[config.mk]
export PLATFORM = sky130hd
export DESIGN_NAME = pfd_with_fractional_divider_core
export DESIGN_NICKNAME = d
export VERILOG_FILES = /design/src/design/pfdfd_pkg.sv /design/src/design/pfd_with_fractional_divider_core.sv /design/src/design/pfdfd_step.sv
export SDC_FILE = /design/constraint.sdc
export NUM_CORES = 1
export LEC_CHECK = 0
export ABC_CLOCK_PERIOD_IN_PS = 8460
export BUFFER_PORTS_ARGS = -buffer_cell sky130_fd_sc_hd__buf_4
export CORE_ASPECT_RATIO = 0.5
export CORE_MARGIN = 10
export CORE_UTILIZATION = 50
export CTS_CLUSTER_DIAMETER = 50
export DETAILED_ROUTE_END_ITERATION = 10
export PLACE_DENSITY = 0.7
export SYNTH_ARGS = -nofsm -noshare
export SYNTH_HDL_FRONTEND = slang
export SYNTH_SLANG_ARGS = --single-unit
[constraint.sdc]
create_clock -name i_clk -period 8.46 [get_ports i_clk]
set_input_delay 1.269 -clock i_clk [delete_from_list [all_inputs] [get_ports i_clk]]
set_output_delay 1.269 -clock i_clk [all_outputs]
set_load 0.01 [all_outputs]
[src/design/pfdfd_pkg.sv]
// ---------------------------------------------------------------------------
// PFD with fractional divider: shared package
// Types and constants shared by the core and its step logic.
// ---------------------------------------------------------------------------
`default_nettype none

package pfdfd_pkg;

    // Configuration register indexes.
    localparam int unsigned CFG_ADDR_W = 1;
    localparam logic [CFG_ADDR_W-1:0] REG_DIVIDE_RATIO      = 1'b0;
    localparam logic [CFG_ADDR_W-1:0] REG_FRACTIONAL_ENABLE = 1'b1;

    localparam int unsigned RATIO_W      = 16;
    localparam int unsigned COUNT_W      = 16;
    localparam logic [RATIO_W-1:0] RATIO_RESET = 16'd2400;

    localparam int unsigned TDATA_W = 8;

    // One input item.
    typedef struct packed {
        logic after_first_period;
        logic reset_elapsed;
        logic extremum_is_minimum;
        logic vco_extremum;
        logic ref_edge;
    } t_item;

    // One result item.
    typedef struct packed {
        logic reset_pending;
        logic reset_start;
        logic divider_level;
        logic down_pulse;
        logic up_pulse;
    } t_result;

    // Detector and divider state, apart from the sequence position.
    typedef struct packed {
        logic [COUNT_W-1:0] minimum_count;
        logic               divider_out;
        logic               up_flag;
        logic               down_flag;
        logic               waiting_reset;
    } t_state;

endpackage

`default_nettype wire

[src/design/pfd_with_fractional_divider_core.sv]
// An accepted item is held in the input stage register, and its result in the
// result register until taken. Throughput: one item per cycle when the result
// stream does not stall; the state update is a single pass of a 16-bit
// increment and compare against the half-period threshold. The block takes a
// new item while a result waits, as long as its input stage can move or is
// empty. Reset is synchronous and active low; it clears the divider, detector
// flags, sequence position and stage valids, and resets the config registers.
// ---------------------------------------------------------------------------
// PFD with fractional divider: top level
// Divide-by-N or N/N+1 feedback divider and phase-frequency detector,
// one event slot per item, stream channels on both sides.
// ---------------------------------------------------------------------------
`default_nettype none

module pfd_with_fractional_divider_core #(
    parameter int SEQ_LEN = 2
) (
    input  logic                               i_clk,
    input  logic                               i_rst_n,
    // Configuration write port.
    input  logic                               i_cfg_we,
    input  logic [pfdfd_pkg::CFG_ADDR_W-1:0]   i_cfg_addr,
    input  logic [pfdfd_pkg::RATIO_W-1:0]      i_cfg_wdata,
    // Input item stream.
    input  logic                               s_axis_tvalid,
    output logic                               s_axis_tready,
    // [0] ref_edge, [1] vco_extremum, [2] extremum_is_minimum,
    // [3] reset_elapsed, [4] after_first_period, [7:5] zero.
    input  logic [pfdfd_pkg::TDATA_W-1:0]      s_axis_tdata,
    // Result item stream.
    output logic                               m_axis_tvalid,
    input  logic                               m_axis_tready,
    // [0] up_pulse, [1] down_pulse, [2] divider_level,
    // [3] reset_start, [4] reset_pending, [7:5] zero.
    output logic [pfdfd_pkg::TDATA_W-1:0]      m_axis_tdata
);
    import pfdfd_pkg::*;

    localparam int SEQ_W = $clog2(SEQ_LEN);

    logic [RATIO_W-1:0] r_divide_ratio;
    logic               r_fractional_enable;

    t_state             r_state;
    t_state             n_state;
    logic [SEQ_W-1:0]   r_seq_idx;
    logic [SEQ_W-1:0]   n_seq_idx;
    logic               n_reset_start;

    t_item              r_item;
    logic               r_item_valid;
    t_result            r_result;
    logic               r_result_valid;

    logic               advance;

    // Configuration registers.
    always_ff @(posedge i_clk) begin
        if (!i_rst_n) begin
            r_divide_ratio      <= RATIO_RESET;
            r_fractional_enable <= 1'b0;
        end else if (i_cfg_we) begin
            unique case (i_cfg_addr)
                REG_DIVIDE_RATIO:      r_divide_ratio      <= i_cfg_wdata;
                REG_FRACTIONAL_ENABLE: r_fractional_enable <= i_cfg_wdata[0];
                default: ;
            endcase
        end
    end

    // The input stage moves on whenever the result register is free or drains.
    assign advance       = r_item_valid && (!r_result_valid || m_axis_tready);
    assign s_axis_tready = !r_item_valid || advance;

    always_ff @(posedge i_clk) begin
        if (!i_rst_n) begin
            r_item_valid <= 1'b0;
        end else if (s_axis_tready) begin
            r_item_valid <= s_axis_tvalid;
        end
    end

    always_ff @(posedge i_clk) begin
        if (s_axis_tready && s_axis_tvalid) begin
            r_item <= t_item'(s_axis_tdata[$bits(t_item)-1:0]);
        end
    end

    pfdfd_step #(
        .SEQ_LEN(SEQ_LEN)
    ) u_step (
        .i_state             (r_state),
        .i_seq_idx           (r_seq_idx),
        .i_divide_ratio      (r_divide_ratio),
        .i_fractional_enable (r_fractional_enable),
        .i_item              (r_item),
        .o_state             (n_state),
        .o_seq_idx           (n_seq_idx),
        .o_reset_start       (n_reset_start)
    );

    always_ff @(posedge i_clk) begin
        if (!i_rst_n) begin
            r_state        <= '0;
            r_seq_idx      <= '0;
            r_result_valid <= 1'b0;
        end else begin
            if (advance) begin
                r_state        <= n_state;
                r_seq_idx      <= n_seq_idx;
                r_result_valid <= 1'b1;
            end else if (m_axis_tready) begin
                r_result_valid <= 1'b0;
            end
        end
    end

    always_ff @(posedge i_clk) begin
        if (advance) begin
            r_result.up_pulse      <= n_state.up_flag;
            r_result.down_pulse    <= n_state.down_flag;
            r_result.divider_level <= n_state.divider_out;
            r_result.reset_start   <= n_reset_start;
            r_result.reset_pending <= n_state.waiting_reset;
        end
    end

    assign m_axis_tvalid = r_result_valid;
    assign m_axis_tdata  = {(TDATA_W-$bits(t_result))'(0), r_result};

endmodule

`default_nettype wire

[src/design/pfdfd_step.sv]
// ---------------------------------------------------------------------------
// PFD with fractional divider: per-item step logic
// Combinational next state of the divider and phase-frequency detector.
// ---------------------------------------------------------------------------
`default_nettype none

module pfdfd_step #(
    parameter int SEQ_LEN = 2
) (
    input  pfdfd_pkg::t_state                  i_state,
    input  logic [$clog2(SEQ_LEN)-1:0]         i_seq_idx,
    input  logic [pfdfd_pkg::RATIO_W-1:0]      i_divide_ratio,
    input  logic                               i_fractional_enable,
    input  pfdfd_pkg::t_item                   i_item,
    output pfdfd_pkg::t_state                  o_state,
    output logic [$clog2(SEQ_LEN)-1:0]         o_seq_idx,
    output logic                               o_reset_start
);
    import pfdfd_pkg::*;

    localparam int SEQ_W = $clog2(SEQ_LEN);
    localparam logic [SEQ_W:0]   SEQ_HALF = (SEQ_W+1)'(SEQ_LEN / 2);
    localparam logic [SEQ_W-1:0] SEQ_LAST = SEQ_W'(SEQ_LEN - 1);

    logic [RATIO_W:0]   ratio;
    logic [COUNT_W-1:0] thr;
    logic [COUNT_W-1:0] count_inc;
    logic               use_plus_one;

    always_comb begin
        use_plus_one = i_fractional_enable && ({1'b0, i_seq_idx} >= SEQ_HALF);
        ratio        = {1'b0, i_divide_ratio} + {{RATIO_W{1'b0}}, use_plus_one};
        // Low half waits ceil(R/2) minima, high half floor(R/2).
        thr = i_state.divider_out ? ratio[RATIO_W:1]
                                  : ratio[RATIO_W:1] + {{(COUNT_W-1){1'b0}}, ratio[0]};
        if (thr == '0) begin
            thr = COUNT_W'(1);
        end
        count_inc = i_state.minimum_count + COUNT_W'(1);

        o_state       = i_state;
        o_seq_idx     = i_seq_idx;
        o_reset_start = 1'b0;

        if (i_item.after_first_period) begin
            if (i_item.ref_edge) begin
                o_state.up_flag = 1'b1;
            end
            if (i_item.vco_extremum && i_item.extremum_is_minimum) begin
                o_state.minimum_count = count_inc;
                if (count_inc >= thr) begin
                    o_state.minimum_count = '0;
                    o_state.divider_out   = ~i_state.divider_out;
                    // Rising edge of the divider output.
                    if (!i_state.divider_out) begin
                        o_state.down_flag = 1'b1;
                        if (i_fractional_enable) begin
                            o_seq_idx = (i_seq_idx == SEQ_LAST) ? '0
                                                                : i_seq_idx + SEQ_W'(1);
                        end
                    end
                end
            end
            if (i_item.reset_elapsed) begin
                o_state.up_flag       = 1'b0;
                o_state.down_flag     = 1'b0;
                o_state.waiting_reset = 1'b0;
            end
            if (o_state.up_flag && o_state.down_flag && !o_state.waiting_reset) begin
                o_state.waiting_reset = 1'b1;
                o_reset_start         = 1'b1;
            end
        end
    end

endmodule

`default_nettype wire

==> impl_metrics.py, run 1 <==
metrics = {
    "floorplan": {
        "core-area_sq_um": 6730,
        "start_util_pct": 51.7,
        "fp.dieH_um": 79.0,
        "dieArea_sq_um": 10900,
        "fp-row-count": 21,
        "fp.dieW_um": 138,
        "io-pin-count": 40,
    },
    "timing": {
        "fin_crit_sh_pct": 70.5,
        "finalSetupTns_ns": 0,
        "rsz0062_at_grt": "no",
        "clock_skew_ns": 0.00683,
        "finalHoldViolations": 0,
        "whs_ns": 0.496,
        "layout_min_cycle_time_ns": 5.96,
        "max_slew_margin_pct": 35.5,
        "setup_viol": 0,
        "worstMarginPinSlew_ns": 0.966,
        "max_freq_mhz": 168,
        "setup_slack_ns": 2.50,
        "finalMaxSlewViolations": 0,
    },
    "logic_synthesis": {
        "syn_inst": 415,
        "synth_area_sq_um": 3480,
        "synth.top_cells.by_area": "dfxtp_1 23%, edfxtp_1 8.6%, ha_1 8.3%, nand2_1 7.8%, xnor2_1 5.8%",
        "yosysWarnings": 0,
        "synth_ff_type": "dfxtp_1",
        "synth_top_cells_by_count": "72 x nand2_1, 40 x dfxtp_1, 27 x nand3_1",
        "synth_top_area_share_pct": 23.0,
        "yosysTopAreaCell": "dfxtp_1",
        "yosysMostFrequentCell": "nand2_1",
        "async_flop_share_pct": 0,
        "synth_edf_count": 10,
        "synth_area_per_cell_sq_um": 8.38,
        "synth_seq_cells": 50,
        "seq_area_frac_synth_pct": 31.7,
        "synth_cell_types": 57,
    },
    "grt": {
        "antenna_found_initial": 0,
        "grt_max_degree": 49,
        "grt_pass1_wl_mm": 13.6,
        "grt_pass1_vias": 2868,
        "grt-ovfl-total": 0,
        "globalRouteTotalUtil_pct": 14.9,
    },
    "clock_network": {
        "htree_levels": 2,
        "cts_num_sinks": 50,
        "clock_latency_ns": 0.29,
        "post_cts_buffers": 0,
        "ctsRootBufferMaster": "clkbuf_16",
        "cts_hold_buf": 0,
        "clockBufferDepth": 2,
        "cts.clk_slew.worst_paths_ns": 0.07,
        "post_cts_resized": 0,
        "cts_tree": "built",
        "cts-buffers-inserted": 5,
    },
    "placement": {
        "port_buffers": 33,
        "hpwl_mm": 6.02,
        "place_ws_ns": 2.59,
        "gp_congestion": 0.855,
    },
    "status": {
        "status": "complete, no violations",
    },
    "setup_path": {
        "crit_type": "reg -> reg",
        "cp.required_ns": 8.49,
        "regToRegStartpoint": "r_fractional_enable",
        "arrival_ns": 6.00,
        "crit_path_end_kind": "flip-flop",
        "path_buf_inv": 1,
        "start_kind": "flip-flop",
        "cp_cell_sequence": "and2_1, ha_1, ha_1, nand4_2, xnor2_1, a31oi_1, nor2_1, xnor2_1, and4_1, nand4_1, o31ai_1, ha_1, nand2b_1, a21o_1, a21o_1, a21o_1, a211o_1, a221oi_4, inv_2, a41oi_1, o21ai_0",
        "cp_max_fo": 18,
        "crit_family": "compound AO/OA/AOI/OAI gates",
        "slowest_stage": "a221oi_4",
        "max_stage_delay_ns": 0.70,
        "critPathLaunch": "r_fractional_enable",
    },
    "pwr": {
        "p_seq_share_pct": 49.5,
        "pwr-share-comb_pct": 9.6,
        "powerDensity_nw_per_um2": 135,
        "p_leak_uw": 0.00160,
        "p_int_uw": 403,
        "peakVddDrop_mv": 0.101,
        "p_sw_share_pct": 23.5,
        "p_switching_uw": 124,
        "clock_power_share_pct": 40.9,
    },
    "route": {
        "ant_nets": 0,
        "first_pass_iters": 4,
        "wl_per_cell_um": 15.2,
        "drt-initial-drc-count": 186,
        "vias": 2983,
        "drc_errors": 0,
        "finalWirelength_mm": 7.98,
        "vias_per_cell": 5.67,
    },
    "job": {
        "cap_violations": 0,
    },
    "cells_and_area": {
        "layout-drive-gt1-share_pct": 12.2,
        "fin_nets": 486,
        "diodes": 0,
        "synthToLayoutAreaGrowth_pct": 12.0,
    },
    "min_path": {
        "min_path_type": "reg -> reg",
        "hp-start": "r_state[2]",
    },
}
==> final cells by class <==
type                       count  area (sq um)
tap                           92           115
sequential                    50          1100
clock buffer                   7           154
fill                         638          2830
clock inverter                 1          8.76
inverter                       9          33.8
timing repair buffer          34           255
multi-input combinational    333          2230
==> metal layers <==
layer  global-route usage [%]  share of wire [%]
met5                        0                  0
met4                     3.00               0.90
met3                     4.27                5.8
met2                     22.8                 43
met1                     20.4                 50
==> power groups by stage <==
stage / Sequential, uW / Clock, uW / Combinational, uW
after global routing: 262 / 230 / 57.2
after detailed placement: 266 / 0 / 50.5
after floorplan: 261 / 0 / 36.2
after global placement: 265 / 0 / 48.8
after CTS: 261 / 219 / 50.8
final: 261 / 216 / 50.7
==> stage by stage <==
step                util (%)  area, sq um  power [uW]  std cells
finish                  57.9         3890         527        526
global route            57.9         3890         549        526
CTS                     57.9         3890         531        526
detailed placement      55.5         3730         316        518
global placement        55.5         3730         314        518
floorplan                  -         3480         298        417
==> kinds of logic after synthesis <==
logic type	after synthesis	share of synthesized area [%]
AOI/OAI and AO/OA	87	19.3
xor gates and xnor gates	38	9.57
adders and majority gates	23	8.28
buffers and inverters	34	4.53
DFF	50	31.7
muxes	2	0.576
other	1	0.108
and+or+nand+nor	180	26.0
==> cell usage in the layout (no fill, tap or decap), types with 8 or more instances in the layout <==
cell type,netlist,layout
nand2_1,72,72
dfxtp_1,40,40
buf_4,6,34
nand3_1,27,27
xnor2_1,23,23
a21boi_0,23,23
ha_1,23,23
o21ai_0,20,20
nor2_1,20,20
xor2_1,15,15
nor3_1,11,11
edfxtp_1,10,10
and4b_1,9,9
inv_1,8,8
a21o_1,8,8
and3_1,8,8
==> final timing paths <==
kind | endpoint | slack, ns | depth (start not counted)
worst max-delay path | m_axis_tdata[4] | 2.50 | 21
worst min-delay path | r_state[2] | 0.50 | 2
worst max register to register | m_axis_tdata[4] | 2.50 | 21
worst min register to register | r_state[2] | 0.50 | 2
==> worst min-delay path: stages, from the launching register on <==
cell	delay [ns]
dfxtp_1	0.33
nand2_1	0.05
a21boi_0	0.07
==> state kept, by name, indices dropped and copies added, names as in the netlist <==
signal               count
r_state                 20
r_seq_idx                1
r_divide_ratio          16
m_axis_tvalid            1
r_fractional_enable      1
m_axis_tdata             5
r_item_valid             1
r_item                   5
Note: power is estimated with default switching activity, not from simulation.
==> inputs of run 2 (changes only) <==
Settings changed: ABC_AREA from default to 1, ABC_CLOCK_PERIOD_IN_PS 8460 to 6200.
Clock period 8.46 ns to 6.2 ns, I/O delays scaled along.
==> impl_metrics.py, run 2 <==
metrics = {
    "clock_network": {
        "cts.clk_slew.worst_paths_ns": 0.07,
        "cts_num_sinks": 50,
        "post_cts_resized": 0,
        "post_cts_buffers": 0,
        "ctsRootBufferMaster": "clkbuf_16",
        "cts_hold_buf": 0,
        "cts_tree": "built",
        "clock_latency_ns": 0.30,
        "cts-buffers-inserted": 5,
        "htree_levels": 2,
        "clockBufferDepth": 2,
    },
    "cells_and_area": {
        "synthToLayoutAreaGrowth_pct": 12.5,
        "largest_reg_flops": 20,
        "reg_top3": "r_state x20, r_divide_ratio x16",
        "layout_common_cells": "149 x nand2_1, 69 x inv_1, 54 x nor2_1",
        "final_common_cell": "nand2_1",
        "finish.utilization_pct": 59.2,
        "layout-drive-gt1-share_pct": 12.1,
        "fin_nets": 623,
        "diodes": 0,
        "regMostFlops": "r_state",
    },
    "setup_path": {
        "cpMostUsedCell": "nand2_1",
        "crit_type": "reg -> reg",
        "cp.required_ns": 6.23,
        "crit_path_end_kind": "flip-flop",
        "cp_max_fo": 8,
        "max_stage_delay_ns": 0.35,
        "slowest_stage": "dfxtp_1",
        "arrival_ns": 4.26,
        "start_kind": "flip-flop",
    },
    "floorplan": {
        "core-area_sq_um": 6810,
        "io-pin-count": 40,
        "fp.dieW_um": 140,
        "fp-row-count": 21,
        "fp.dieH_um": 79.8,
        "start_util_pct": 52.6,
        "dieArea_sq_um": 11100,
    },
    "timing": {
        "finalMaxSlewViolations": 0,
        "max_slew_margin_pct": 51.6,
        "setup_slack_ns": 1.97,
        "setup_viol": 0,
        "finalHoldViolations": 0,
        "worstMarginPinSlew_ns": 0.726,
        "clock_skew_ns": 0.0113,
        "finalSetupTns_ns": 0,
        "rsz0062_at_grt": "no",
        "max_freq_mhz": 237,
        "fin_crit_sh_pct": 68.2,
        "layout_min_cycle_time_ns": 4.23,
    },
    "route": {
        "drt-met1-wl_mm": 3.96,
        "wl_met3_um": 550,
        "dr.max_layer_used": "met4",
        "vias_per_cell": 5.02,
        "drt-initial-drc-count": 140,
        "drc_errors": 0,
        "finalWirelength_mm": 7.90,
        "first_pass_iters": 4,
        "vias": 3331,
        "wl_met2_mm": 3.35,
        "ant_nets": 0,
        "wl_per_cell_um": 11.9,
    },
    "status": {
        "status": "complete, no violations",
    },
    "pwr": {
        "powerDensity_nw_per_um2": 186,
        "total_power_uw": 750,
        "p_leak_uw": 0.00191,
        "peakVddDrop_mv": 0.122,
    },
    "logic_synthesis": {
        "synth_edf_count": 10,
        "synth_area_sq_um": 3580,
        "synth_top_area_share_pct": 22.4,
        "yosysMostFrequentCell": "nand2_1",
        "async_flop_share_pct": 0,
        "yosysTopAreaCell": "dfxtp_1",
        "synth_top_cells_by_count": "149 x nand2_1, 69 x inv_1, 54 x nor2_1",
        "synth_cell_types": 38,
        "yosysWarnings": 0,
        "syn_inst": 543,
        "synth_seq_cells": 50,
        "synth_ff_type": "dfxtp_1",
        "seq_area_frac_synth_pct": 30.8,
        "synth.top_cells.by_area": "dfxtp_1 22%, nand2_1 16%, edfxtp_1 8.4%, ha_1 8.0%, inv_1 7.2%",
        "synth_area_per_cell_sq_um": 6.59,
    },
    "grt": {
        "grt-ovfl-total": 0,
        "globalRouteTotalUtil_pct": 14.4,
        "grt_max_degree": 22,
        "grt_pass1_vias": 3081,
        "antenna_found_initial": 0,
        "grt_pass1_wl_mm": 13.6,
    },
    "job": {
        "cap_violations": 0,
    },
    "placement": {
        "gp_congestion": 0.878,
        "hpwl_mm": 6.32,
        "place_ws_ns": 2.00,
        "port_buffers": 33,
    },
    "min_path": {
        "min_path_type": "reg -> reg",
    },
}
## run 2: changes by cell type after synthesis, sizes merged, moves of 8 or more
cell    delta
a21oi     +34
and4b      -9
nand4     +10
inv       +62
nand2     +86
nand3     +15
a21boi    -23
xnor2     -17
nor2      +41
a21o       -8
## run 2: path summary, 6_finish.rpt
kind	from	end	slack (ns)	cells past startpoint
worst max-delay path	r_fractional_enable	m_axis_tdata[2]	1.97	31
worst min-delay path	r_state[17]	r_state[17]	0.47	2
worst max register to register	r_fractional_enable	m_axis_tdata[2]	1.97	31
worst min register to register	r_state[17]	r_state[17]	0.47	2
## run 2: through the flow
stage	hold slack, ns	instance area (sq um)	instances
after floorplan	0.445	3590	545
after global placement	0.455	3870	655
after detailed placement	0.460	3870	655
after CTS	0.470	4030	663
after global routing	0.507	4030	663
final	0.466	4030	663
## run 2: area by class of cell
| type | count | area [sq um] |
|---|---|---|
| repair buffers | 33 | 248 |
| multi-input cells | 408 | 2140 |
| well taps | 92 | 115 |
| flip-flops and latches | 50 | 1100 |
| clock buffers | 6 | 139 |
| clock inverters | 2 | 17.5 |
| fillers | 643 | 2780 |
| inverters | 72 | 270 |
## run 2: layer usage
layer	vias to the layer above	GRT usage, %
li1	1811	-
met1	1459	18.5
met2	56	23.3
met3	5	4.99
met4	0	2.15
met5	-	0
## run 2: kinds of logic after synthesis
logic type	count (synthesis)	share of synthesized area, %
adder cells (fa/ha/maj)	23	8.04
buffers and inverters	87	9.72
XOR/XNOR	14	3.43
other	1	0.105
flip-flops	50	30.8
AO/OA/AOI/OAI	75	11.1
AND/OR/NAND/NOR	293	36.8
## run 2: report_power, final
part	internal, uW	total [uW]	switching, uW
clock	162	291	128
combinational	39.4	103	63.1
sequential	345	356	11.2
## run 2: worst max-delay path: cells and delay by family (launching register included)
family	cells	cell delay, ns
AND/OR/NAND/NOR	21	2.07
adder cells (fa/ha/maj)	5	1.22
flip-flops	1	0.35
AO/OA/AOI/OAI	1	0.07
buffers and inverters	4	0.23
